[src/hw/rtl/brq_pkg.sv]
// ---------------------------------------------------------------------------
// brq_pkg
// Shared types and constants of the byte ring queue.
// ---------------------------------------------------------------------------
`default_nettype none

package brq_pkg;

    localparam int DEPTH_DEFAULT = 64;
    localparam int RUN_MAX       = 63;

    localparam int OP_W    = 2;
    localparam int BYTE_W  = 8;
    localparam int LEN_W   = 6;
    localparam int STAT_W  = 2;

    typedef enum logic [OP_W-1:0] {
        OP_ENQ    = 2'd0,
        OP_READ   = 2'd1,
        OP_DEQ    = 2'd2,
        OP_STATUS = 2'd3
    } op_t;

    typedef enum logic [STAT_W-1:0] {
        ST_OK   = 2'd0,
        ST_FULL = 2'd1,
        ST_BAD  = 2'd2
    } status_t;

endpackage

`default_nettype wire

[src/hw/rtl/brq_if.sv]
// ---------------------------------------------------------------------------
// brq_req_if / brq_rsp_if
// Valid/ready channels for requests into and results out of the queue.
// ---------------------------------------------------------------------------
`default_nettype none

interface brq_req_if;
    import brq_pkg::*;
    logic              valid;
    logic              ready;
    logic [OP_W-1:0]   operation;
    logic [BYTE_W-1:0] data_byte;
    logic [LEN_W-1:0]  length;
    logic [LEN_W-1:0]  offset;
    logic              remove;
    logic [LEN_W-1:0]  position;
    logic              block_last;

    modport source (output valid, operation, data_byte, length, offset, remove,
                    position, block_last, input ready);
    modport sink   (input valid, operation, data_byte, length, offset, remove,
                    position, block_last, output ready);
endinterface

interface brq_rsp_if;
    import brq_pkg::*;
    logic              valid;
    logic              ready;
    logic [BYTE_W-1:0] data_byte_res;
    logic [STAT_W-1:0] status;
    logic              run_last;
    logic [LEN_W-1:0]  run_length;
    logic [LEN_W-1:0]  stored_count;
    logic [LEN_W-1:0]  free_count;

    modport source (output valid, data_byte_res, status, run_last, run_length,
                    stored_count, free_count, input ready);
    modport sink   (input valid, data_byte_res, status, run_last, run_length,
                    stored_count, free_count, output ready);
endinterface

`default_nettype wire

[src/hw/rtl/brq_ram.sv]
// ---------------------------------------------------------------------------
// brq_ram
// Generic single-write, single-read RAM with registered read data.
// ---------------------------------------------------------------------------
`default_nettype none

module brq_ram #(
    parameter int WIDTH = 8,
    parameter int DEPTH = 64
) (
    input  wire logic                     clk,
    input  wire logic                     we,
    input  wire logic [$clog2(DEPTH)-1:0] waddr,
    input  wire logic [WIDTH-1:0]         wdata,
    input  wire logic                     re,
    input  wire logic [$clog2(DEPTH)-1:0] raddr,
    output logic      [WIDTH-1:0]         rdata
);

    logic [WIDTH-1:0] mem [DEPTH];

    always_ff @(posedge clk)
    begin
        if (we)
        begin
            mem[waddr] <= wdata;
        end
        if (re)
        begin
            rdata <= mem[raddr];
        end
    end

endmodule

`default_nettype wire

[src/hw/rtl/byte_ring_queue_block_ops.sv]
// Enqueue, status and refused requests give their one result in the cycle
// after the transfer; a read run gives its bytes one at a time, each by a RAM
// read, then an output load, and a stalled receiver holds the run back.
// Throughput: one single-result item per cycle while results are taken; a run
// holds off requests until its last byte is loaded. No clearing pass: the queue
// is usable right after rst_n releases, with the store empty.
// ---------------------------------------------------------------------------
// byte_ring_queue_block_ops
// Byte ring queue with block enqueue, peek/remove runs, dequeue-through and
// status, sequenced one result at a time over a shared slot stepper.
// ---------------------------------------------------------------------------
`default_nettype none

module byte_ring_queue_block_ops #(
    parameter int DEPTH = brq_pkg::DEPTH_DEFAULT
) (
    input wire logic clk,
    input wire logic rst_n,
    brq_req_if.sink   req,
    brq_rsp_if.source rsp
);
    import brq_pkg::*;

    localparam int AW = $clog2(DEPTH);
    localparam int WW = ((AW > LEN_W) ? AW : LEN_W) + 2;

    typedef enum logic [2:0] {
        S_IDLE = 3'b001,
        S_RD   = 3'b010,
        S_EMIT = 3'b100
    } state_t;

    state_t state_reg, state_next;
    logic [AW-1:0] ws_reg, ws_next;
    logic [AW-1:0] sbo_reg, sbo_next;
    logic [AW-1:0] count_reg, count_next;
    logic in_block_reg, in_block_next;
    logic rej_reg, rej_next;
    logic [AW-1:0] slot_reg, slot_next;
    logic [LEN_W-1:0] remain_reg, remain_next;
    logic [LEN_W-1:0] size_reg, size_next;

    logic              ov_reg, ov_next;
    logic [BYTE_W-1:0] od_reg, od_next;
    status_t           ost_reg, ost_next;
    logic              olast_reg, olast_next;
    logic [LEN_W-1:0]  olen_reg, olen_next;
    logic [LEN_W-1:0]  ocnt_reg, ocnt_next;
    logic [LEN_W-1:0]  ofree_reg, ofree_next;

    logic              out_free;
    logic              accept;
    logic              ram_we;
    logic              ram_re;
    logic [BYTE_W-1:0] ram_rdata;

    function automatic logic [AW-1:0] wrap_add(input logic [WW-1:0] a,
                                               input logic [WW-1:0] b);
        logic [WW-1:0] s;
        s = a + b;
        if (s >= WW'(DEPTH))
        begin
            s = s - WW'(DEPTH);
        end
        return s[AW-1:0];
    endfunction

    function automatic logic [LEN_W-1:0] sat6(input logic [WW-1:0] v);
        return (v > WW'(RUN_MAX)) ? LEN_W'(RUN_MAX) : v[LEN_W-1:0];
    endfunction

    assign out_free  = !ov_reg || rsp.ready;
    assign req.ready = (state_reg == S_IDLE) && out_free;
    assign accept    = req.valid && req.ready;

    assign rsp.valid         = ov_reg;
    assign rsp.data_byte_res = od_reg;
    assign rsp.status        = ost_reg;
    assign rsp.run_last      = olast_reg;
    assign rsp.run_length    = olen_reg;
    assign rsp.stored_count  = ocnt_reg;
    assign rsp.free_count    = ofree_reg;

    brq_ram #(
        .WIDTH(BYTE_W),
        .DEPTH(DEPTH)
    ) u_ram (
        .clk  (clk),
        .we   (ram_we),
        .waddr(ws_reg),
        .wdata(req.data_byte),
        .re   (ram_re),
        .raddr(slot_reg),
        .rdata(ram_rdata)
    );

    always_comb
    begin
        logic [WW-1:0] cnt_w;
        logic [WW-1:0] free_w;
        logic [WW-1:0] len_w;
        logic [WW-1:0] off_w;
        logic [WW-1:0] size_w;
        logic [WW-1:0] pos_w;
        logic [WW-1:0] dist_w;
        logic [WW-1:0] after_w;
        logic          single;
        logic          run_go;
        logic          run_take;
        status_t       st;

        state_next    = state_reg;
        ws_next       = ws_reg;
        sbo_next      = sbo_reg;
        count_next    = count_reg;
        in_block_next = in_block_reg;
        rej_next      = rej_reg;
        slot_next     = slot_reg;
        remain_next   = remain_reg;
        size_next     = size_reg;
        ov_next       = ov_reg && !rsp.ready;
        od_next       = od_reg;
        ost_next      = ost_reg;
        olast_next    = olast_reg;
        olen_next     = olen_reg;
        ocnt_next     = ocnt_reg;
        ofree_next    = ofree_reg;
        ram_we        = 1'b0;
        ram_re        = 1'b0;

        cnt_w    = WW'(count_reg);
        free_w   = WW'(DEPTH - 1) - cnt_w;
        len_w    = WW'(req.length);
        pos_w    = WW'(req.position);
        off_w    = '0;
        size_w   = '0;
        dist_w   = '0;
        after_w  = '0;
        single   = 1'b0;
        run_go   = 1'b0;
        run_take = 1'b0;
        st       = ST_OK;

        case (state_reg)
            S_IDLE:
            begin
                if (accept)
                begin
                    case (op_t'(req.operation))
                        OP_ENQ:
                        begin
                            single = 1'b1;
                            if (!in_block_reg)
                            begin
                                if (len_w == '0)
                                begin
                                    rej_next = 1'b1;
                                    st       = ST_BAD;
                                end
                                else if (len_w > free_w)
                                begin
                                    rej_next = 1'b1;
                                    st       = ST_FULL;
                                end
                                else
                                begin
                                    rej_next = 1'b0;
                                end
                            end
                            else if (rej_reg)
                            begin
                                st = ST_FULL;
                            end
                            if (st == ST_OK)
                            begin
                                if (free_w == '0)
                                begin
                                    // overlong block: drop the byte
                                    st = ST_FULL;
                                end
                                else
                                begin
                                    ram_we     = 1'b1;
                                    ws_next    = wrap_add(WW'(ws_reg), WW'(1));
                                    count_next = count_reg + AW'(1);
                                end
                            end
                            in_block_next = !req.block_last;
                            if (req.block_last)
                            begin
                                rej_next = 1'b0;
                            end
                        end
                        OP_READ:
                        begin
                            size_w = (len_w == '0) ? cnt_w : len_w;
                            if (size_w > WW'(RUN_MAX))
                            begin
                                size_w = WW'(RUN_MAX);
                            end
                            off_w = req.remove ? '0 : WW'(req.offset);
                            if (size_w == '0 || size_w + off_w > cnt_w)
                            begin
                                single = 1'b1;
                                st     = ST_BAD;
                            end
                            else
                            begin
                                run_go   = 1'b1;
                                run_take = req.remove;
                            end
                        end
                        OP_DEQ:
                        begin
                            if (pos_w >= WW'(DEPTH))
                            begin
                                single = 1'b1;
                                st     = ST_BAD;
                            end
                            else
                            begin
                                dist_w = pos_w + WW'(DEPTH) - WW'(sbo_reg);
                                if (dist_w >= WW'(DEPTH))
                                begin
                                    dist_w = dist_w - WW'(DEPTH);
                                end
                                if (dist_w == '0 || dist_w > cnt_w
                                    || dist_w > WW'(RUN_MAX))
                                begin
                                    single = 1'b1;
                                    st     = ST_BAD;
                                end
                                else
                                begin
                                    size_w   = dist_w;
                                    run_go   = 1'b1;
                                    run_take = 1'b1;
                                end
                            end
                        end
                        default:
                        begin
                            single = 1'b1;
                        end
                    endcase

                    if (run_go)
                    begin
                        // first byte sits one slot past slot_before_oldest
                        slot_next = wrap_add(WW'(wrap_add(WW'(sbo_reg), WW'(1))), off_w);
                        remain_next = size_w[LEN_W-1:0];
                        size_next   = size_w[LEN_W-1:0];
                        state_next  = S_RD;
                        if (run_take)
                        begin
                            sbo_next   = wrap_add(WW'(sbo_reg), size_w);
                            count_next = count_reg - size_w[AW-1:0];
                        end
                    end

                    if (single)
                    begin
                        after_w    = WW'(count_next);
                        ov_next    = 1'b1;
                        od_next    = '0;
                        ost_next   = st;
                        olast_next = 1'b1;
                        olen_next  = '0;
                        ocnt_next  = sat6(after_w);
                        ofree_next = sat6(WW'(DEPTH - 1) - after_w);
                    end
                end
            end
            S_RD:
            begin
                ram_re     = 1'b1;
                state_next = S_EMIT;
            end
            S_EMIT:
            begin
                if (out_free)
                begin
                    ov_next    = 1'b1;
                    od_next    = ram_rdata;
                    ost_next   = ST_OK;
                    olast_next = (remain_reg == LEN_W'(1));
                    olen_next  = size_reg;
                    ocnt_next  = sat6(cnt_w);
                    ofree_next = sat6(free_w);
                    if (remain_reg == LEN_W'(1))
                    begin
                        state_next = S_IDLE;
                    end
                    else
                    begin
                        // advance to the next slot
                        slot_next   = wrap_add(WW'(slot_reg), WW'(1));
                        remain_next = remain_reg - LEN_W'(1);
                        state_next  = S_RD;
                    end
                end
            end
            default:
            begin
                state_next = S_IDLE;
            end
        endcase
    end

    always_ff @(posedge clk or negedge rst_n)
    begin
        if (!rst_n)
        begin
            state_reg    <= S_IDLE;
            ws_reg       <= '0;
            sbo_reg      <= AW'(DEPTH - 1);
            count_reg    <= '0;
            in_block_reg <= 1'b0;
            rej_reg      <= 1'b0;
            ov_reg       <= 1'b0;
        end
        else
        begin
            state_reg    <= state_next;
            ws_reg       <= ws_next;
            sbo_reg      <= sbo_next;
            count_reg    <= count_next;
            in_block_reg <= in_block_next;
            rej_reg      <= rej_next;
            ov_reg       <= ov_next;
        end
    end

    always_ff @(posedge clk)
    begin
        slot_reg   <= slot_next;
        remain_reg <= remain_next;
        size_reg   <= size_next;
        od_reg     <= od_next;
        ost_reg    <= ost_next;
        olast_reg  <= olast_next;
        olen_reg   <= olen_next;
        ocnt_reg   <= ocnt_next;
        ofree_reg  <= ofree_next;
    end

endmodule

`default_nettype wire

[src/flat_wrapper.sv]
// flat-port wrapper written by rule: the top's interface ports become plain ports
module byte_ring_queue_block_ops_flat import brq_pkg::*;
#(
    parameter int DEPTH = brq_pkg::DEPTH_DEFAULT
)
  (clk, rst_n, req_valid, req_operation, req_data_byte, req_length, req_offset, req_remove, req_position, req_block_last, req_ready, rsp_valid, rsp_data_byte_res, rsp_status, rsp_run_last, rsp_run_length, rsp_stored_count, rsp_free_count, rsp_ready);
  brq_req_if req_i ();
  brq_rsp_if rsp_i ();
  input wire logic clk;
  input wire logic rst_n;
  input wire logic [$bits(req_i.valid)-1:0] req_valid;
  input wire logic [$bits(req_i.operation)-1:0] req_operation;
  input wire logic [$bits(req_i.data_byte)-1:0] req_data_byte;
  input wire logic [$bits(req_i.length)-1:0] req_length;
  input wire logic [$bits(req_i.offset)-1:0] req_offset;
  input wire logic [$bits(req_i.remove)-1:0] req_remove;
  input wire logic [$bits(req_i.position)-1:0] req_position;
  input wire logic [$bits(req_i.block_last)-1:0] req_block_last;
  output wire logic [$bits(req_i.ready)-1:0] req_ready;
  output wire logic [$bits(rsp_i.valid)-1:0] rsp_valid;
  output wire logic [$bits(rsp_i.data_byte_res)-1:0] rsp_data_byte_res;
  output wire logic [$bits(rsp_i.status)-1:0] rsp_status;
  output wire logic [$bits(rsp_i.run_last)-1:0] rsp_run_last;
  output wire logic [$bits(rsp_i.run_length)-1:0] rsp_run_length;
  output wire logic [$bits(rsp_i.stored_count)-1:0] rsp_stored_count;
  output wire logic [$bits(rsp_i.free_count)-1:0] rsp_free_count;
  input wire logic [$bits(rsp_i.ready)-1:0] rsp_ready;
  assign req_i.valid = req_valid;
  assign req_i.operation = req_operation;
  assign req_i.data_byte = req_data_byte;
  assign req_i.length = req_length;
  assign req_i.offset = req_offset;
  assign req_i.remove = req_remove;
  assign req_i.position = req_position;
  assign req_i.block_last = req_block_last;
  assign req_ready = req_i.ready;
  assign rsp_valid = rsp_i.valid;
  assign rsp_data_byte_res = rsp_i.data_byte_res;
  assign rsp_status = rsp_i.status;
  assign rsp_run_last = rsp_i.run_last;
  assign rsp_run_length = rsp_i.run_length;
  assign rsp_stored_count = rsp_i.stored_count;
  assign rsp_free_count = rsp_i.free_count;
  assign rsp_i.ready = rsp_ready;
  byte_ring_queue_block_ops #(.DEPTH(DEPTH)) u_core (.clk(clk), .rst_n(rst_n), .req(req_i), .rsp(rsp_i));
endmodule
[config.mk]
export PLATFORM = sky130hd
export DESIGN_NAME = byte_ring_queue_block_ops_flat
export DESIGN_NICKNAME = d
export VERILOG_FILES = /design/src/hw/rtl/brq_pkg.sv /design/src/hw/rtl/brq_if.sv /design/src/hw/rtl/brq_ram.sv /design/src/hw/rtl/byte_ring_queue_block_ops.sv /design/src/flat_wrapper.sv
export SDC_FILE = /design/constraint.sdc
export NUM_CORES = 1
export LEC_CHECK = 0
export BUFFER_PORTS_ARGS = -buffer_cell sky130_fd_sc_hd__clkbuf_2
export CAP_MARGIN = 25
export CELL_PAD_IN_SITES_DETAIL_PLACEMENT = 1
export CELL_PAD_IN_SITES_GLOBAL_PLACEMENT = 2
export CORE_MARGIN = 2
export CORE_UTILIZATION = 30
export DETAILED_ROUTE_END_ITERATION = 12
export GPL_TIMING_DRIVEN = 0
export PLACE_DENSITY_LB_ADDON = 0.05
export SLEW_MARGIN = 0
export SYNTH_ARGS = -nofsm -noshare
export SYNTH_HDL_FRONTEND = slang
export SYNTH_SLANG_ARGS = --single-unit
[constraint.sdc]
create_clock -name clk -period 7 [get_ports clk]
set_input_delay 0.35 -clock clk [delete_from_list [all_inputs] [get_ports clk]]
set_output_delay 0.35 -clock clk [all_outputs]
set_load 0.03 [all_outputs]
==> results of run 1 <==
## metrics by stage
stage	area (µm²)	util (%)	hold WS [ps]
after floorplan	25100	-	54.4
after global placement	26700	32.2	462
after detailed placement	26900	32.4	476
after CTS	29300	35.2	61.8
after global routing	29300	35.3	97.2
final	29300	35.3	105
## per-layer routing
layer	track usage [%]	part of all wire (%)
met1	25.3	47
met2	27.5	47
met3	2.39	3.8
met4	4.03	1.8
met5	0	0
## cells in the mapped netlist, drive strengths merged (3+ instances only)
master    n  share of area, %
clkbuf   34              0.51
o21ai    25              0.54
nand2b    4              0.10
o21bai    5              0.15
o41ai     3              0.13
o22ai     3             0.075
nor3      5              0.10
or3       4              0.12
nand3    16              0.34
a21oi    39              0.78
inv      41              0.61
nand4     7              0.17
buf      26              0.54
a22o      6              0.22
xnor2    25              0.87
dfstp     7              0.73
nand2    56              0.84
o21a      3             0.090
dfrtp    17               1.7
mux4    168                15
a21o     20              0.60
and2     10              0.25
xor2     11              0.38
mux2i     4              0.16
nand3b    4              0.12
fa        5              0.40
ha       55               2.7
and3     19              0.48
nor2     96               1.4
edfxtp  567                68
nor2b    12              0.30
## tightest hold or removal path: stages
cell and delay, ps:
sky130_fd_sc_hd__clkbuf_2 110, sky130_fd_sc_hd__nand2_1 110, sky130_fd_sc_hd__o22ai_1 100
## cells by family (layout without fill, tap and decap cells)
group	Yosys count	in the layout	synth area share (%)
multiplexers	173	173	15.3
XOR/XNOR	36	36	1.26
other	0	2	0
adder cells (fa/ha/maj)	60	60	3.14
AND/OR/NAND/NOR	245	245	4.72
flip-flops	591	591	70.3
buffers and inverters	101	305	1.67
AO/OA/AOI/OAI	129	129	3.56
## cells in the final DEF, fill, tap and decap left out, types with 4 or more instances in the layout
cell / n
sky130_fd_sc_hd__nand2b_1: 4
sky130_fd_sc_hd__xor2_1: 11
sky130_fd_sc_hd__nor2b_1: 12
sky130_fd_sc_hd__nand3_1: 15
sky130_fd_sc_hd__mux4_2: 168
sky130_fd_sc_hd__and2_1: 10
sky130_fd_sc_hd__nor2_1: 95
sky130_fd_sc_hd__nor3_1: 5
sky130_fd_sc_hd__buf_2: 10
sky130_fd_sc_hd__bufinv_16: 8
sky130_fd_sc_hd__clkbuf_4: 4
sky130_fd_sc_hd__clkbuf_1: 50
sky130_fd_sc_hd__a21o_1: 18
sky130_fd_sc_hd__clkinv_2: 8
sky130_fd_sc_hd__nand2_1: 56
sky130_fd_sc_hd__nand4_1: 7
sky130_fd_sc_hd__xnor2_1: 25
sky130_fd_sc_hd__clkbuf_16: 73
sky130_fd_sc_hd__dfstp_2: 7
sky130_fd_sc_hd__clkbuf_2: 60
sky130_fd_sc_hd__nand3b_1: 4
sky130_fd_sc_hd__buf_1: 11
sky130_fd_sc_hd__o21ai_0: 22
sky130_fd_sc_hd__and3_1: 18
sky130_fd_sc_hd__inv_1: 41
sky130_fd_sc_hd__ha_1: 55
sky130_fd_sc_hd__buf_12: 4
sky130_fd_sc_hd__fa_1: 5
sky130_fd_sc_hd__buf_8: 6
sky130_fd_sc_hd__dfrtp_1: 17
sky130_fd_sc_hd__edfxtp_1: 567
sky130_fd_sc_hd__mux2i_1: 4
sky130_fd_sc_hd__a21oi_1: 39
sky130_fd_sc_hd__a22o_1: 4
sky130_fd_sc_hd__o21bai_1: 5
sky130_fd_sc_hd__clkinv_1: 13
## what timing repair did
| action | 4_1_cts | 5_1_grt |
|---|---|---|
| hold buffers | 2 | 0 |
| endpoints found under the hold margin | 19 | 0 |
| resized for setup | 0 | 0 |
## power breakdown
| group | switching [W] | leakage [nW] | internal [W] |
|---|---|---|---|
| registers | 0.000132 | 5.40 | 0.00409 |
| logic | 0.00148 | 3.21 | 0.000967 |
| clock network | 0.00152 | 1.15 | 0.00223 |
| total | 0.00313 | 9.75 | 0.00729 |
## area by class of cell
cell class,instances,area [µm²]
multi-input cells,643,7020
flip-flops and latches,591,17600
clock inverters,38,473
repair buffers,77,548
plain buffers,60,264
fillers,8256,53800
diodes,2,5.00
inverters,41,154
well taps,1080,1350
clock buffers,89,1890
## worst paths after layout
check                                         startpoint                            endpoint  slack, ps  depth (start not counted)
hold / removal                                 req_valid     u_core.count_reg[0]$_DFFE_PN0P_        100                          3
setup reg to reg           u_core.sbo_reg[2]$_DFFE_PN1P_  u_core.rsp.free_count[5]$_DFFE_PP_        730                         20
hold reg to reg            u_core.sbo_reg[5]$_DFFE_PN1P_       u_core.sbo_reg[5]$_DFFE_PN1P_        490                          1
setup / recovery           u_core.sbo_reg[2]$_DFFE_PN1P_  u_core.rsp.free_count[5]$_DFFE_PP_        730                         20
min in group asynchronous                          rst_n     u_core.count_reg[4]$_DFFE_PN0P_        350                          2
max in group asynchronous                          rst_n     u_core.state_reg[2]$_DFFE_PN0P_       6140                          2
==> results.md, run 1 <==
Power:
- The total power draw is 0.0104 W.
- Power spread over the standard cell area amounts to 355 nW/µm².
- VDD sags by at most 0.000180 V.
- The reported leakage power is 9.75 nW.

Timing:
- The top achievable clock speed is 160 MHz.
- The final-report setup violation count is 0.
- The worst path meets setup with 734 ps of slack.
- The aggregate negative setup slack is 0 ps.
- The final number of max-transition violations is 0.
- The clock period minus final worst setup slack is 6270 ps.
- The fraction of the cycle the final worst path needs is 89.5%.
- The total count of hold-check failures in the final report was 0.
- For the pin with the worst max-slew slack, the measured transition is 983 ps.
- Setup repair after global routing left no endpoint under its margin.
- The relative slew slack is 34.5%.
- The largest clock skew in the final design is 23.3 ps.

Outcome:
- The flow ran to the end, and the final reports show no timing, DRC or antenna violations.

Drt:
- The number of nets with antenna violations after routing is 0.
- Summed over all layers, the routed wires come to 72,700 µm.
- For this run, the detailed router's first-pass iteration total came to 4.
- The via count is 12,964.
- For this run, design rule violations remaining after detail routing come to 0.
- The post-detailed-route wirelength per cell is 27.7 µm.
- Dividing the detail-routed via count by the number of cells gives 4.95.
- The detailed router finished its first iteration with 809 violations.

Clock network:
- CTS saw 591 sinks.
- The clock-pin transition on the worst setup and hold timing paths is 60 ps.
- For the worst-skew pair, the clock arrives at the later sink with an insertion delay of 630 ps.
- The H-tree generated during clock tree synthesis spans 3 levels.
- The total setup buffers inserted after CTS is 0.
- TritonCTS created 73 clock buffers.
- The clock tree from TritonCTS is done.
- The longest clock path from root to sink contains 3 buffers.
- The root buffer cell chosen for the clock tree is sky130_fd_sc_hd__clkbuf_16.

Worst hold path:
- The path category of the worst min-delay check is input pin to register.

Floorplan:
- The core region is 83,200 µm².
- The chip height is 293 µm.
- The width of the die is 293 µm.
- The initialized floorplan defines 106 standard-cell rows.
- The number of I/O pins is 65.
- The floorplan die area is 85,900 µm².
- The initial core utilization is 30.1%.

Synthesis:
- The average instance in the mapped netlist occupies 18.8 µm².
- The count of yosys warnings during synthesis is 0.
- Of all flip-flops after synthesis, the portion carrying an async set or reset was 4.06%.
- The number of enable-type register cells in the synthesized netlist is 567.
- The synthesized design contains 591 register bits.
- Counting every net in the synthesized netlist gives 1,429.
- The cell count after synthesis is 1,335.
- The number of different library cells in the post-synthesis netlist is 75.
- In the synthesized netlist the dominant register cell turns out to be sky130_fd_sc_hd__edfxtp_1.
- The share of the Yosys chip area taken by registers is 70.3%.
- The post-synthesis instance area is 25,100 µm².

Critical path:
- The startpoint type of the worst setup path is a register.
- The critical path class is register to register.
- In this run the worst path has a maximum fanout of 7.
- The number of buffers and inverters on the critical path is 1.
- At the worst endpoint, the arrival time is 6600 ps.
- The signal on the critical path passes through inv_1 -> ha_1 -> o21ai_0 -> a21oi_1 -> o311ai_2 -> ha_1 -> a21oi_1 -> nand3b_1 -> o211ai_1 -> o41a_1 -> a22o_2 -> nand2_1 -> ha_1 -> nor2b_1 -> o2111ai_1 -> nand4b_1 -> o32a_1 -> or2_2 -> a21oi_1 -> a22oi_1.
- For this run, the slowest stage of the critical path takes 610 ps.
- The type of element capturing the critical path is a register.
- The family with the most delay on the worst path is compound AO/OA/AOI/OAI gates.
- The critical-path cell with the highest stage delay is sky130_fd_sc_hd__o311ai_2.
- For the worst setup path, the data required time is 7340 ps.

Cells and area:
- The net count of the finished layout is 1,581.
- u_core.u_ram.mem holds more flip-flops than any other register.
- The flip-flop count of the largest register after layout is 512.
- The post-synthesis to final-layout area growth is 17.0%.
- The final instance count without filler cells is 2,621.
- The share of layout cells above drive strength 1 is 25.1%.

Job:
- The total of max-cap violations is 0.

GRT:
- The initial antenna violation count was 2.
- The largest net degree at the start of global routing is 65.
- Global routing finished with a remaining overflow of 0.
- The first global-routing pass estimated 105,000 µm of wire.
- The number of global-route vias before repair was 13,894.
- For this run, the total global-route usage over all layers was measured as 17.3%.

Placement:
- The detailed placement HPWL is 49,700 µm.
- After detailed placement, the design holds a cell count of 2,487.
- Port buffering added 64 buffers.
- The routability-driven placement congestion ratio is 0.731.
- The placement-stage worst setup slack is 703 ps.
Note: power is estimated with default switching activity, not from simulation.
==> inputs of run 2 (changes only) <==
- CORE_ASPECT_RATIO: not set -> 0.75
==> run 2 against run 1 <==
Against the previous run:
- register-to-register slack worse by 380 ps
- core utilization about the same
- count of clock-buffer cells in the layout fell by 7
- sequential power about the same
- largest cell class unchanged
- largest power group unchanged
==> results.md, run 2 (synthesized netlist as in run 1, its figures left out) <==
Timing:
- The largest clock skew in the final design came to 26.8 ps (+3.52 ps).
- The final number of max-transition violations came to 0 (unchanged).
- The fraction of the cycle the final worst path needs came to 94.9% (+5.4 points).
- The total count of hold-check failures in the final report is 0 (unchanged).
- The final-report setup violation count is 0 (unchanged).
- The relative slew slack is 32.1% (-2.3 points).
- Setup repair after global routing left no endpoint under its margin.
- The transition time of the tightest slew-check pin is 1020 ps (+35.2 ps).
- The aggregate negative setup slack is 0 ps (unchanged).
- The clock period minus final worst setup slack came to 6640 ps (+376 ps).
- The top achievable clock speed is 151 MHz (-5.7%).

Drt:
- The sum of met3 wire segment lengths after detailed routing is 3010 µm (+9.9%).
- The mean number of vias per cell is 4.96 (+0.22%).
- The via count came to 13,117 (+1.2%).
- The number of nets with antenna violations after routing is 0 (unchanged).
- The DRC violations left is 0 (unchanged).
- The detailed-routing wirelength on met1 was 39,200 µm (+14%).
- Routed signal wires occupy layers up through met4.
- The total iterations of the first detailed-routing run is 5 (+1).
- The violation count after the first detailed-routing iteration is 978 (+21%).
- The routed length on met2 is 31,200 µm (-8.8%).
- The wire length after detailed routing came to 74,800 µm (+2.8%).
- The post-detailed-route wirelength per cell is 28.3 µm (+1.9%).

GRT:
- The global route total overflow came to 0 (unchanged).
- The number of global-route vias before repair came to 13,803 (-0.65%).
- The initial antenna violation count is 13 (+11).
- The total routing resource utilization after global routing came to 17.7% (+0.39 points).
- The wire length of the first global-routing pass came to 106,000 µm (+0.46%).
- The largest net degree at the start of global routing came to 65 (unchanged).

Floorplan:
- The number of I/O pins came to 65 (unchanged).
- The placement row count is 91 (-14%).
- The floorplan die area is 85,900 µm² (about the same).
- The area inside the core boundary is 82,400 µm² (-0.87%).
- The width of the die is 338 µm (+15%).
- The chip height is 254 µm (-13%).
- The initial core utilization was 30.4% (+0.26 points).

Worst hold path:
- The worst-case hold path end point is u_core.count_reg[0]$_DFFE_PN0P_.
- The path class of the tightest hold or removal check is input pin to register.
- In this run the most critical hold path is launched from req_valid.
- The hold-critical path depth was 3 (unchanged).

Placement:
- The detailed placement HPWL is 51,600 µm (+3.8%).
- The count of input and output buffers is 64 (unchanged).
- The routability-driven placement congestion ratio is 0.765 (+4.6%).

Critical path:
- The data required time of the worst path is 7310 ps (-30 ps).
- STA classifies the critical path startpoint as a register.
- The arrival time reported for the critical path endpoint is 6950 ps (+350 ps).
- The number of cell instances on the worst register-to-register path is 20 (unchanged).
- The critical path class is register to register.
- The worst register-to-register path ends at u_core.rsp.free_count[5]$_DFFE_PP_.
- The worst setup path is captured at a register.
- The maximum fanout along the worst path is 7 (unchanged).
- The worst register-to-register path begins at u_core.sbo_reg[2]$_DFFE_PN1P_.
- The reg2reg setup slack is 360 ps (-380 ps).

Cells and area:
- The library cells used most frequently in the layout, excluding fill and tap cells, are sky130_fd_sc_hd__edfxtp_1 (567), sky130_fd_sc_hd__mux4_2 (168), sky130_fd_sc_hd__nor2_1 (95).
- The net count of the finished layout was 1,571 (-0.63%).
- Leaving out fill and tap cells, the most frequent cell in the layout is sky130_fd_sc_hd__edfxtp_1.
- The share of layout cells above drive strength 1 is 24.5% (-0.57 points).
- The flip-flop count of the largest register after layout was 512 (unchanged).
- The area growth from synthesis to layout is 16.0%.
- The filler cell count in the final layout was 8,212 (-0.53%).
- The most flop-heavy register is u_core.u_ram.mem.

Clock network:
- The maximum level of the CTS H-tree is 3 (unchanged).
- The clock root buffer is sky130_fd_sc_hd__clkbuf_16.
- TritonCTS built the clock tree.
- The total setup buffers inserted after CTS is 0 (unchanged).
- The clock latency reported for the late side of the worst-skew pair came to 620 ps (about the same).
- The clock-pin transition on the worst setup and hold timing paths came to 60 ps (about the same).
- The clock sink count is 591 (unchanged).
- The clock tree buffer depth is 3 (unchanged).
- The TritonCTS buffer count is 67 (-8.2%).

Outcome:
- The run finished with clean final reports.

Power:
- The total power draw is 0.0103 W (-1.4%).
- The reported leakage power came to 9.61 nW (-1.4%).
- The power per cell area is 353 nW/µm² (-0.59%).
- The worst supply voltage drop on vdd is 0.000140 V (-22%).

Job:
- The total of max-cap violations came to 0 (unchanged).
## run 2: critical path: stages (launching register included)
cell and delay, ps:
sky130_fd_sc_hd__dfstp_2 580, sky130_fd_sc_hd__inv_1 70, sky130_fd_sc_hd__ha_1 330, sky130_fd_sc_hd__o21ai_0 340
sky130_fd_sc_hd__a21oi_1 130, sky130_fd_sc_hd__o311ai_4 560, sky130_fd_sc_hd__ha_1 350, sky130_fd_sc_hd__a21oi_1 230
sky130_fd_sc_hd__nand3b_1 120, sky130_fd_sc_hd__o211ai_1 570, sky130_fd_sc_hd__o41a_1 440, sky130_fd_sc_hd__a22o_2 210
sky130_fd_sc_hd__nand2_1 320, sky130_fd_sc_hd__ha_1 410, sky130_fd_sc_hd__nor2b_1 140, sky130_fd_sc_hd__o2111ai_1 170
sky130_fd_sc_hd__nand4b_1 220, sky130_fd_sc_hd__o32a_1 490, sky130_fd_sc_hd__or2_2 300, sky130_fd_sc_hd__a21oi_1 270
sky130_fd_sc_hd__a22oi_1 100
## run 2: what timing repair did
item	in CTS	in global routing
hold buffers	2	0
endpoints found under the hold margin	19	0
endpoints found under the setup margin	0	3
gates resized for setup	0	1
## run 2: metal layers
metal / track usage, % / vias up
met5: 0 / -
met1: 28.4 / 7126
met2: 24.7 / 219
met3: 3.03 / 85
met4: 3.97 / 0
li1: - / 5687
## run 2: how the worst max path moves through the flow
stage / startpoint / to / slack, ps / cells after the start
floorplan: u_core.sbo_reg[2]$_DFFE_PN1P_ / u_core.rsp.free_count[5]$_DFFE_PP_ / 1960 / 20
global placement: u_core.sbo_reg[2]$_DFFE_PN1P_ / u_core.rsp.free_count[5]$_DFFE_PP_ / 370 / 20
global route: u_core.sbo_reg[2]$_DFFE_PN1P_ / u_core.rsp.free_count[5]$_DFFE_PP_ / 10 / 20
CTS: u_core.sbo_reg[2]$_DFFE_PN1P_ / u_core.rsp.free_count[5]$_DFFE_PP_ / 230 / 20
finish: u_core.sbo_reg[2]$_DFFE_PN1P_ / u_core.rsp.free_count[5]$_DFFE_PP_ / 360 / 20
detailed placement: u_core.sbo_reg[2]$_DFFE_PN1P_ / u_core.rsp.free_count[5]$_DFFE_PP_ / 260 / 20
## run 2: final cells by class
class / count / area [µm²] / area share [%]
Tap cell: 1116 / 1400 / 4.80
Inverter: 41 / 154 / 0.529
Antenna cell: 4 / 10.0 / 0.0344
Timing Repair Buffer: 73 / 469 / 1.61
Sequential cell: 591 / 17600 / 60.6
Buffer: 60 / 264 / 0.908
Clock buffer: 82 / 1780 / 6.10
Clock inverter: 36 / 358 / 1.23
Multi-Input combinational cell: 643 / 7030 / 24.2
## run 2: stage by stage
stage	setup WS [ps]	hold slack [ps]	cell area, µm²	util [%]	cells
after floorplan	1960	54.4	25100	-	1335
after global placement	370	480	26800	32.5	2515
after detailed placement	258	485	26900	32.6	2519
after CTS	235	50.7	29000	35.2	2639
after global routing	12.5	82.9	29100	35.3	2642
final	358	79.7	29100	35.3	2646
## run 2: power by group
part | internal, W | switching [W]
sequential | 0.00409 | 0.000124
combinational | 0.000975 | 0.00159
clock | 0.00203 | 0.00145
total | 0.00709 | 0.00317
